File: config.mk
export PLATFORM = sky130hd
export DESIGN_NAME = xor_checked_frame_extractor_top
export DESIGN_NICKNAME = d
export VERILOG_FILES = /design/src/hw/rtl/xcfe_pkg.sv /design/src/hw/rtl/xor_checked_frame_extractor_top.sv
export SDC_FILE = /design/constraint.sdc
export NUM_CORES = 2
export LEC_CHECK = 0
export BUFFER_PORTS_ARGS = -buffer_cell sky130_fd_sc_hd__buf_4
export CAP_MARGIN = 0
export CELL_PAD_IN_SITES_DETAIL_PLACEMENT = 0
export CELL_PAD_IN_SITES_GLOBAL_PLACEMENT = 1
export CORE_UTILIZATION = 40
export CTS_CLUSTER_DIAMETER = 150
export CTS_CLUSTER_SIZE = 30
export DETAILED_ROUTE_END_ITERATION = 10
export GPL_ROUTABILITY_DRIVEN = 0
export PLACE_DENSITY = 0.72
export SYNTH_ARGS = -nofsm -noshare
export SYNTH_HDL_FRONTEND = slang
export SYNTH_SLANG_ARGS = --single-unit
File: constraint.sdc
create_clock -name i_clk -period 4.1 [get_ports i_clk]
set_input_delay 0 -clock i_clk [delete_from_list [all_inputs] [get_ports i_clk]]
set_output_delay 0 -clock i_clk [all_outputs]
set_load 0.01 [all_outputs]
File: src/hw/rtl/xcfe_pkg.sv
// xcfe_pkg: shared types and constants of the xor checked frame extractor
// no dependencies; imported by xor_checked_frame_extractor_top

package xcfe_pkg;

    // sequencer states, one-hot
    typedef enum logic [4:0] {
        ST_HUNT    = 5'b00001,
        ST_LEN     = 5'b00010,
        ST_PAYLOAD = 5'b00100,
        ST_CHECK   = 5'b01000,
        ST_REPLAY  = 5'b10000
    } t_state;

    localparam logic [7:0] START_MARKER_RST = 8'h55;
    localparam logic [7:0] LEN_MIN          = 8'd2;
    localparam logic [7:0] LEN_OVERHEAD     = 8'd3;

    localparam int FIELD_BYTES = 4;
    localparam int CNT_W       = 3;
    localparam int MAX_RESULTS = 63;
    localparam int RES_W       = 6;

    // byte0..byte3 and byte_count, padded to whole bytes
    localparam int TDATA_W = 40;
    localparam int TUSER_W = 1;

    localparam logic STATUS_OK  = 1'b0;
    localparam logic STATUS_BAD = 1'b1;

endpackage

File: src/hw/rtl/xor_checked_frame_extractor_top.sv
// xor_checked_frame_extractor_top: start marker / length / xor checksum deframer
// payload held in a single-port-write, registered-read byte memory
// depends on xcfe_pkg
//
//  channel   | dir | handshake                      | content
//  ----------+-----+--------------------------------+-------------------------------
//  s_axis    | in  | s_axis_tvalid / s_axis_tready  | raw stream byte
//  m_axis    | out | m_axis_tvalid / m_axis_tready  | payload word, count, last, status
//  cfg       | in  | i_cfg_valid / o_cfg_ready      | start marker
//
// one stream byte per cycle while hunting, reading the length and taking payload
// checksum byte waits until the output register is free
// replay reads one byte per cycle from the memory until the current word is full,
// then waits until the word is flushed to a free output register; input is held off
// for the whole replay, which lasts longer while the output stalls
// reset is synchronous; no clearing pass, only bytes of the current frame are read
// the output register lets a finished item wait while hunting goes on

module xor_checked_frame_extractor_top #(
    parameter int unsigned BUFFER_DEPTH     = 256,
    parameter int unsigned BYTES_PER_RESULT = 4
) (
    input  logic                         i_clk,
    input  logic                         i_rst_n,
    // configuration
    input  logic                         i_cfg_valid,
    output logic                         o_cfg_ready,
    input  logic [7:0]                   i_cfg_data,
    // byte stream in
    input  logic                         s_axis_tvalid,
    output logic                         s_axis_tready,
    input  logic [7:0]                   s_axis_tdata,   // [7:0] in_byte
    // result words out
    output logic                         m_axis_tvalid,
    input  logic                         m_axis_tready,
    output logic [xcfe_pkg::TDATA_W-1:0] m_axis_tdata,   // byte0, byte1, byte2, byte3, byte_count
    output logic                         m_axis_tlast,
    output logic [xcfe_pkg::TUSER_W-1:0] m_axis_tuser    // [0] status
);

    import xcfe_pkg::*;

    localparam int AW = (BUFFER_DEPTH > 1) ? $clog2(BUFFER_DEPTH) : 1;
    localparam int unsigned CHUNK = (BYTES_PER_RESULT > FIELD_BYTES) ? FIELD_BYTES :
                                    (BYTES_PER_RESULT < 1) ? 1 : BYTES_PER_RESULT;
    localparam int unsigned CAP   = (BUFFER_DEPTH < 255) ? BUFFER_DEPTH : 255;
    localparam logic [7:0]       CAP_B    = 8'(CAP);
    localparam logic [CNT_W-1:0] CHUNK_C  = CNT_W'(CHUNK);
    localparam logic [RES_W-1:0] RES_LAST = RES_W'(MAX_RESULTS - 1);

    // control
    t_state               r_state, n_state;
    logic [7:0]           r_marker, n_marker;
    logic [7:0]           r_left, n_left;
    logic [7:0]           r_xor, n_xor;
    logic [7:0]           r_wr_idx, n_wr_idx;
    logic [7:0]           r_stored, n_stored;
    logic [7:0]           r_issue, n_issue;
    logic                 r_rd_pend, n_rd_pend;
    logic [CNT_W-1:0]     r_word_cnt, n_word_cnt;
    logic [RES_W-1:0]     r_res_cnt, n_res_cnt;
    logic                 r_out_valid, n_out_valid;
    // payload
    logic [7:0]           r_word [FIELD_BYTES];
    logic [7:0]           n_word [FIELD_BYTES];
    logic [TDATA_W-1:0]   r_out_data, n_out_data;
    logic                 r_out_last, n_out_last;
    logic                 r_out_status, n_out_status;

    logic [7:0]           r_store [BUFFER_DEPTH];
    logic [7:0]           r_rd_data;

    logic                 in_acc;
    logic                 out_free;
    logic                 wr_en;
    logic                 rd_en;
    logic                 flush;
    logic                 flush_last;
    logic [7:0]           stored_now;
    logic [CNT_W:0]       in_flight;

    assign o_cfg_ready   = 1'b1;
    assign out_free      = !r_out_valid || m_axis_tready;
    assign s_axis_tready = (r_state == ST_HUNT) || (r_state == ST_LEN) ||
                           (r_state == ST_PAYLOAD) || ((r_state == ST_CHECK) && out_free);
    assign in_acc        = s_axis_tvalid && s_axis_tready;

    assign m_axis_tvalid = r_out_valid;
    assign m_axis_tdata  = r_out_data;
    assign m_axis_tlast  = r_out_last;
    assign m_axis_tuser  = TUSER_W'(r_out_status);

    // bytes past the buffer are checked but not kept
    assign stored_now = (r_wr_idx < CAP_B) ? r_wr_idx : CAP_B;

    assign wr_en = (r_state == ST_PAYLOAD) && in_acc && (32'(r_wr_idx) < 32'(BUFFER_DEPTH));

    // replay: a word is flushed once it is full or the last byte has landed, and the output register is free
    assign in_flight  = {1'b0, r_word_cnt} + (CNT_W+1)'(r_rd_pend);
    assign rd_en      = (r_state == ST_REPLAY) && (r_issue < r_stored) &&
                        (in_flight < {1'b0, CHUNK_C});
    assign flush      = (r_state == ST_REPLAY) && !r_rd_pend && (r_word_cnt != '0) &&
                        ((r_word_cnt == CHUNK_C) || (r_issue == r_stored)) && out_free;
    assign flush_last = (r_issue == r_stored) || (r_res_cnt == RES_LAST);

    always_comb begin
        n_state      = r_state;
        n_marker     = r_marker;
        n_left       = r_left;
        n_xor        = r_xor;
        n_wr_idx     = r_wr_idx;
        n_stored     = r_stored;
        n_issue      = r_issue;
        n_rd_pend    = rd_en;
        n_word_cnt   = r_word_cnt;
        n_res_cnt    = r_res_cnt;
        n_out_valid  = r_out_valid;
        n_word       = r_word;
        n_out_data   = r_out_data;
        n_out_last   = r_out_last;
        n_out_status = r_out_status;

        if (r_out_valid && m_axis_tready) begin
            n_out_valid = 1'b0;
        end

        if (i_cfg_valid) begin
            n_marker = i_cfg_data;
        end

        case (r_state)
            ST_HUNT: begin
                if (in_acc && (s_axis_tdata == r_marker)) begin
                    n_state = ST_LEN;
                end
            end
            ST_LEN: begin
                if (in_acc) begin
                    if (s_axis_tdata < LEN_MIN) begin
                        n_state = ST_HUNT;
                    end else begin
                        n_left   = (s_axis_tdata >= LEN_OVERHEAD) ?
                                   (s_axis_tdata - LEN_OVERHEAD) : 8'd0;
                        n_xor    = 8'd0;
                        n_wr_idx = 8'd0;
                        n_state  = (s_axis_tdata > LEN_OVERHEAD) ? ST_PAYLOAD : ST_CHECK;
                    end
                end
            end
            ST_PAYLOAD: begin
                if (in_acc) begin
                    n_wr_idx = r_wr_idx + 8'd1;
                    n_xor    = r_xor ^ s_axis_tdata;
                    n_left   = r_left - 8'd1;
                    if (r_left == 8'd1) begin
                        n_state = ST_CHECK;
                    end
                end
            end
            ST_CHECK: begin
                if (in_acc) begin
                    n_left   = 8'd0;
                    n_xor    = 8'd0;
                    n_wr_idx = 8'd0;
                    if ((s_axis_tdata != r_xor) || (stored_now == 8'd0)) begin
                        // status-only item
                        n_out_valid  = 1'b1;
                        n_out_data   = '0;
                        n_out_last   = 1'b1;
                        n_out_status = (s_axis_tdata != r_xor) ? STATUS_BAD : STATUS_OK;
                        n_state      = ST_HUNT;
                    end else begin
                        n_stored   = stored_now;
                        n_issue    = 8'd0;
                        n_word_cnt = '0;
                        n_res_cnt  = '0;
                        for (int i = 0; i < FIELD_BYTES; i++) begin
                            n_word[i] = 8'd0;
                        end
                        n_state = ST_REPLAY;
                    end
                end
            end
            ST_REPLAY: begin
                if (rd_en) begin
                    n_issue = r_issue + 8'd1;
                end
                if (r_rd_pend) begin
                    n_word[r_word_cnt[1:0]] = r_rd_data;
                    n_word_cnt              = r_word_cnt + CNT_W'(1);
                end
                if (flush) begin
                    n_out_valid  = 1'b1;
                    n_out_data   = {5'd0, r_word_cnt, r_word[3], r_word[2], r_word[1], r_word[0]};
                    n_out_last   = flush_last;
                    n_out_status = STATUS_OK;
                    n_res_cnt    = r_res_cnt + RES_W'(1);
                    n_word_cnt   = '0;
                    for (int i = 0; i < FIELD_BYTES; i++) begin
                        n_word[i] = 8'd0;
                    end
                    if (flush_last) begin
                        n_state = ST_HUNT;
                    end
                end
            end
            default: begin
                n_state = ST_HUNT;
            end
        endcase
    end

    always_ff @(posedge i_clk) begin
        if (!i_rst_n) begin
            r_state     <= ST_HUNT;
            r_marker    <= START_MARKER_RST;
            r_left      <= 8'd0;
            r_xor       <= 8'd0;
            r_wr_idx    <= 8'd0;
            r_stored    <= 8'd0;
            r_issue     <= 8'd0;
            r_rd_pend   <= 1'b0;
            r_word_cnt  <= '0;
            r_res_cnt   <= '0;
            r_out_valid <= 1'b0;
        end else begin
            r_state     <= n_state;
            r_marker    <= n_marker;
            r_left      <= n_left;
            r_xor       <= n_xor;
            r_wr_idx    <= n_wr_idx;
            r_stored    <= n_stored;
            r_issue     <= n_issue;
            r_rd_pend   <= n_rd_pend;
            r_word_cnt  <= n_word_cnt;
            r_res_cnt   <= n_res_cnt;
            r_out_valid <= n_out_valid;
        end
    end

    always_ff @(posedge i_clk) begin
        r_word       <= n_word;
        r_out_data   <= n_out_data;
        r_out_last   <= n_out_last;
        r_out_status <= n_out_status;
    end

    // payload memory
    always_ff @(posedge i_clk) begin
        if (wr_en) begin
            r_store[AW'(r_wr_idx)] <= s_axis_tdata;
        end
    end

    always_ff @(posedge i_clk) begin
        if (rd_en) begin
            r_rd_data <= r_store[AW'(r_issue)];
        end
    end

`ifndef SYNTHESIS
    a_pend_only_in_replay: assert property (@(posedge i_clk) disable iff (!i_rst_n)
        r_rd_pend |-> (r_state == ST_REPLAY))
        else $error("memory read data outside replay");

    a_word_bounded: assert property (@(posedge i_clk) disable iff (!i_rst_n)
        (r_state == ST_REPLAY) |-> ((r_word_cnt <= CHUNK_C) && (r_issue <= r_stored)))
        else $error("replay word or read pointer overran");

    a_last_ends_replay: assert property (@(posedge i_clk) disable iff (!i_rst_n)
        (flush && flush_last) |=> ((r_state == ST_HUNT) && r_out_valid && r_out_last))
        else $error("final item did not close the frame");

    a_empty_is_last: assert property (@(posedge i_clk) disable iff (!i_rst_n)
        (r_out_valid && (r_out_data[34:32] == '0)) |-> r_out_last)
        else $error("status-only item without last");
`endif

endmodule

==> qor.yml <==
status: "completed"
wl_per_cell_um: 31.84
clkTransAtPathRegs_ns: 0.12
grt_pass1_wl_mm: 341.1
switching_share_pct: 20.20
yosysTopAreaCellShare_pct: 74.29
die_area_sq_um: 216600
cts_buffer_depth: 3
cp.depth: 10
die_h_um: 465.4
synthMuxAreaShare_pct: 14.54
seq_area_sq_um: 65110
fin_setup_tns_ns: 0
path_cells: "inv_1 -> ha_1 -> nand4_1 -> o31ai_1 -> nand2_1 -> o21a_1 -> or4_1 -> o41ai_1 -> nand2_1 -> dlygate4sd3_1"
crit_family: "simple AND/OR/NAND/NOR gates"
rows: 169
grt_usage_pct: 22.12
avgSynthCellArea_sq_um: 19.41
dp_hpwl_mm: 157.6
ios: 66
critical_path_class: "register to register"
final-setup-viol-count: 0
cp.arrival_ns: 4.47
synth_seq_cells: 2189
fin_nets: 4808
cts_sinks: 2189
routed_wl_mm: 242.2
required_ns: 4.76
finalPower_uw: 35900
synth_adder_area_share_pct: 0.3350
slowest_delay_ns: 0.74
max-cap-violations: 0
ys_top_cells_by_area: "edfxtp_1 74%, mux4_2 12%, mux2i_1 2.5%"
r2r_start: "r_issue[0]$_SDFFE_PN0P_"
timing.final.crit_share_pct: 92.92
yosysMostFrequentCell: "edfxtp_1"
clk_latency_ns: 0.77
vias: 45537
initial_core_util_pct: 40.38
nFillCells: 18090
slew_violations: 0
synth_common_cells: "2125 x edfxtp_1, 447 x mux4_2, 373 x nor2_1"
grtUsageMet1_pct: 31.46
critPathMaxFanout: 14
core_area_sq_um: 212700
tritoncts: "yes"
syn_area_sq_um: 85900
r2r_setup_slack_ns: 0.29
crit_top_cell: "nand2_1"
crit_path_end: "r_state[0]$_SDFFE_PN1P_"
synth-seq-area-share_pct: 75.78
drt-vias-per-instance: 5.986
synth-compound-area-share_pct: 3.538
rsz0062_at_grt: "no"
finClkSkew_ns: 0.03570
first_pass_iters: 6
power.density_nw_per_um2: 377.6
cts_buffers: 83
drive_gt1_share_pct: 22.27
critical-path-slowest-cell: "dfxtp_4"
intPower_uw: 28650
htreeDepth: 3
root_buffer: "clkbuf_16"
multiInputGateArea_sq_um: 19520
yosys.area_share.simple_pct: 3.848
post-route-min-period_ns: 3.810
max-slew-margin-rel_pct: 23.50
met3_usage_pct: 4.206
switching_power_uw: 7252
pwr-share-comb_pct: 2.4
leakage_uw: 0.02858
fmax_ghz: 0.2625
finalHoldViolations: 0
synth_top_family_by_area: "multiplexers"
r2r-end: "r_state[0]$_SDFFE_PN1P_"
grt_pass1_vias: 44524
whs_path_depth: 3
syn2layout_area_growth_pct: 10.68
drt_iter0_markers: 6877
end_kind: "register"
top_usage_layer: "met2"
synth_xor_area_share_pct: 0.3773
startpoint_type: "register"
cts-resized-gates: 0
num_antenna_cells: 0
syn-instance-count: 4425
port_buffers: 59
path_buf_inv: 2
fp.dieW_um: 465.4
overflow: 0
async_flop_share_pct: 0
ys.flop_type: "edfxtp_1"
tightestPinTransition_ns: 1.135
yosysWarnings: 0
r2r_cells: 10
met2_usage_pct: 34.16
peakVddDrop_mv: 0.3436
ant_nets: 0
drc_errors: 0
ys_types: 74
power_frac_seq_pct: 68.4
synth-edff-count: 2125
cp-startpoint: "r_issue[0]$_SDFFE_PN0P_"
pwr-share-clk_pct: 29.2
synth_largest_area_cell: "edfxtp_1"
grt_max_degree: 99
holdCritPathClass: "input pin to register"
antenna_found_initial: 12
[flip-flops by register name (all words and copies together), names as in the netlist]
register       count
m_axis_tdata      35
m_axis_tlast       1
m_axis_tuser       1
m_axis_tvalid      1
r_issue            8
r_left             8
r_marker           8
r_rd_data          8
r_rd_pend          1
r_res_cnt          6
r_state            5
r_store         2048
r_stored           8
r_word            32
r_word_cnt         3
r_wr_idx           8
r_xor              8
[worst register-to-register path, stage by stage, from the launching register on]
cell and delay [ns]:
dfxtp_4 0.74, inv_1 0.22, ha_1 0.33, nand4_1 0.15, o31ai_1 0.32, nand2_1 0.15
o21a_1 0.22, or4_1 0.65, o41ai_1 0.31, nand2_1 0.09, dlygate4sd3_1 0.55
[cell families after synthesis]
| logic type | count (synthesis) |
|---|---|
| compound gates | 442 |
| simple gates | 748 |
| xor+xnor | 37 |
| flops | 2189 |
| fa+ha+maj | 23 |
| mux | 686 |
| buf+inv | 298 |
| other cells | 2 |
[through the flow]
step	area, sq um	setup WS, ns	std cells	hold WS, ns	utilization (%)
floorplan	85910	0.07742	4429	0.09887	-
global placement	92290	0.3113	7454	0.2209	43.39
detailed placement	92290	0.3057	7454	0.2226	43.39
CTS	95050	0.1021	7606	0.1129	44.68
global route	95070	0.1202	7607	0.1397	44.69
finish	95070	0.2903	7607	0.1571	44.69
[layout make-up]
cell class                 instances  area share [%]
inverter                          29          0.1158
sequential                      2189           68.49
clock buffer                     101           2.323
timing repair buffer             519           4.730
multi-input combinational       1942           20.53
tap                             2821           3.713
clock inverter                     6          0.1000
[routing by layer]
metal | part of all wire, % | wire (um)
met4 | 4.0 | 9656
met3 | 10 | 25370
met5 | 0.023 | 55
met1 | 40 | 95780
met2 | 46 | 111400
[layout by cell type, fill, tap and decap left out, drive strengths merged, types with 45 or more instances in the layout]
cell and count:
nand3 46, dfxtp 64, buf 466, clkbuf 109
dlygate4sd3 45, mux2i 216, a21oi 103, nand2 157
mux4 447, edfxtp 2125, o21ai 58, nor2 373
a22oi 97
[power by group through the flow]
stage | clock network [uW] | logic, uW | registers (uW)
final | 10500 | 865 | 24500
after detailed placement | 0 | 821 | 25100
after floorplan | 0 | 313 | 25000
after global routing | 11300 | 941 | 24600
after global placement | 0 | 786 | 25000
after CTS | 10600 | 865 | 24500
[timing repair]
| item | in CTS | in global routing |
|---|---|---|
| buffers inserted | 0 | 1 |
| setup endpoints to repair | 0 | 1 |
| hold buffers | 45 | 0 |
| hold endpoints to repair | 256 | 0 |
[worst min path at each step]
stage	start	endpoint	slack, ns
detailed placement	i_cfg_data[0]	r_marker[0]$_SDFFE_PN1P_	0.22
floorplan	s_axis_tdata[0]	r_store[0][0]$_DFFE_PP_	0.1
CTS	i_rst_n	r_left[1]$_SDFFE_PN0P_	0.11
global placement	i_cfg_data[6]	r_marker[6]$_SDFFE_PN1P_	0.22
finish	i_rst_n	r_left[1]$_SDFFE_PN0P_	0.16
global route	i_rst_n	r_left[1]$_SDFFE_PN0P_	0.14
Power figures use the tool's default switching activity.
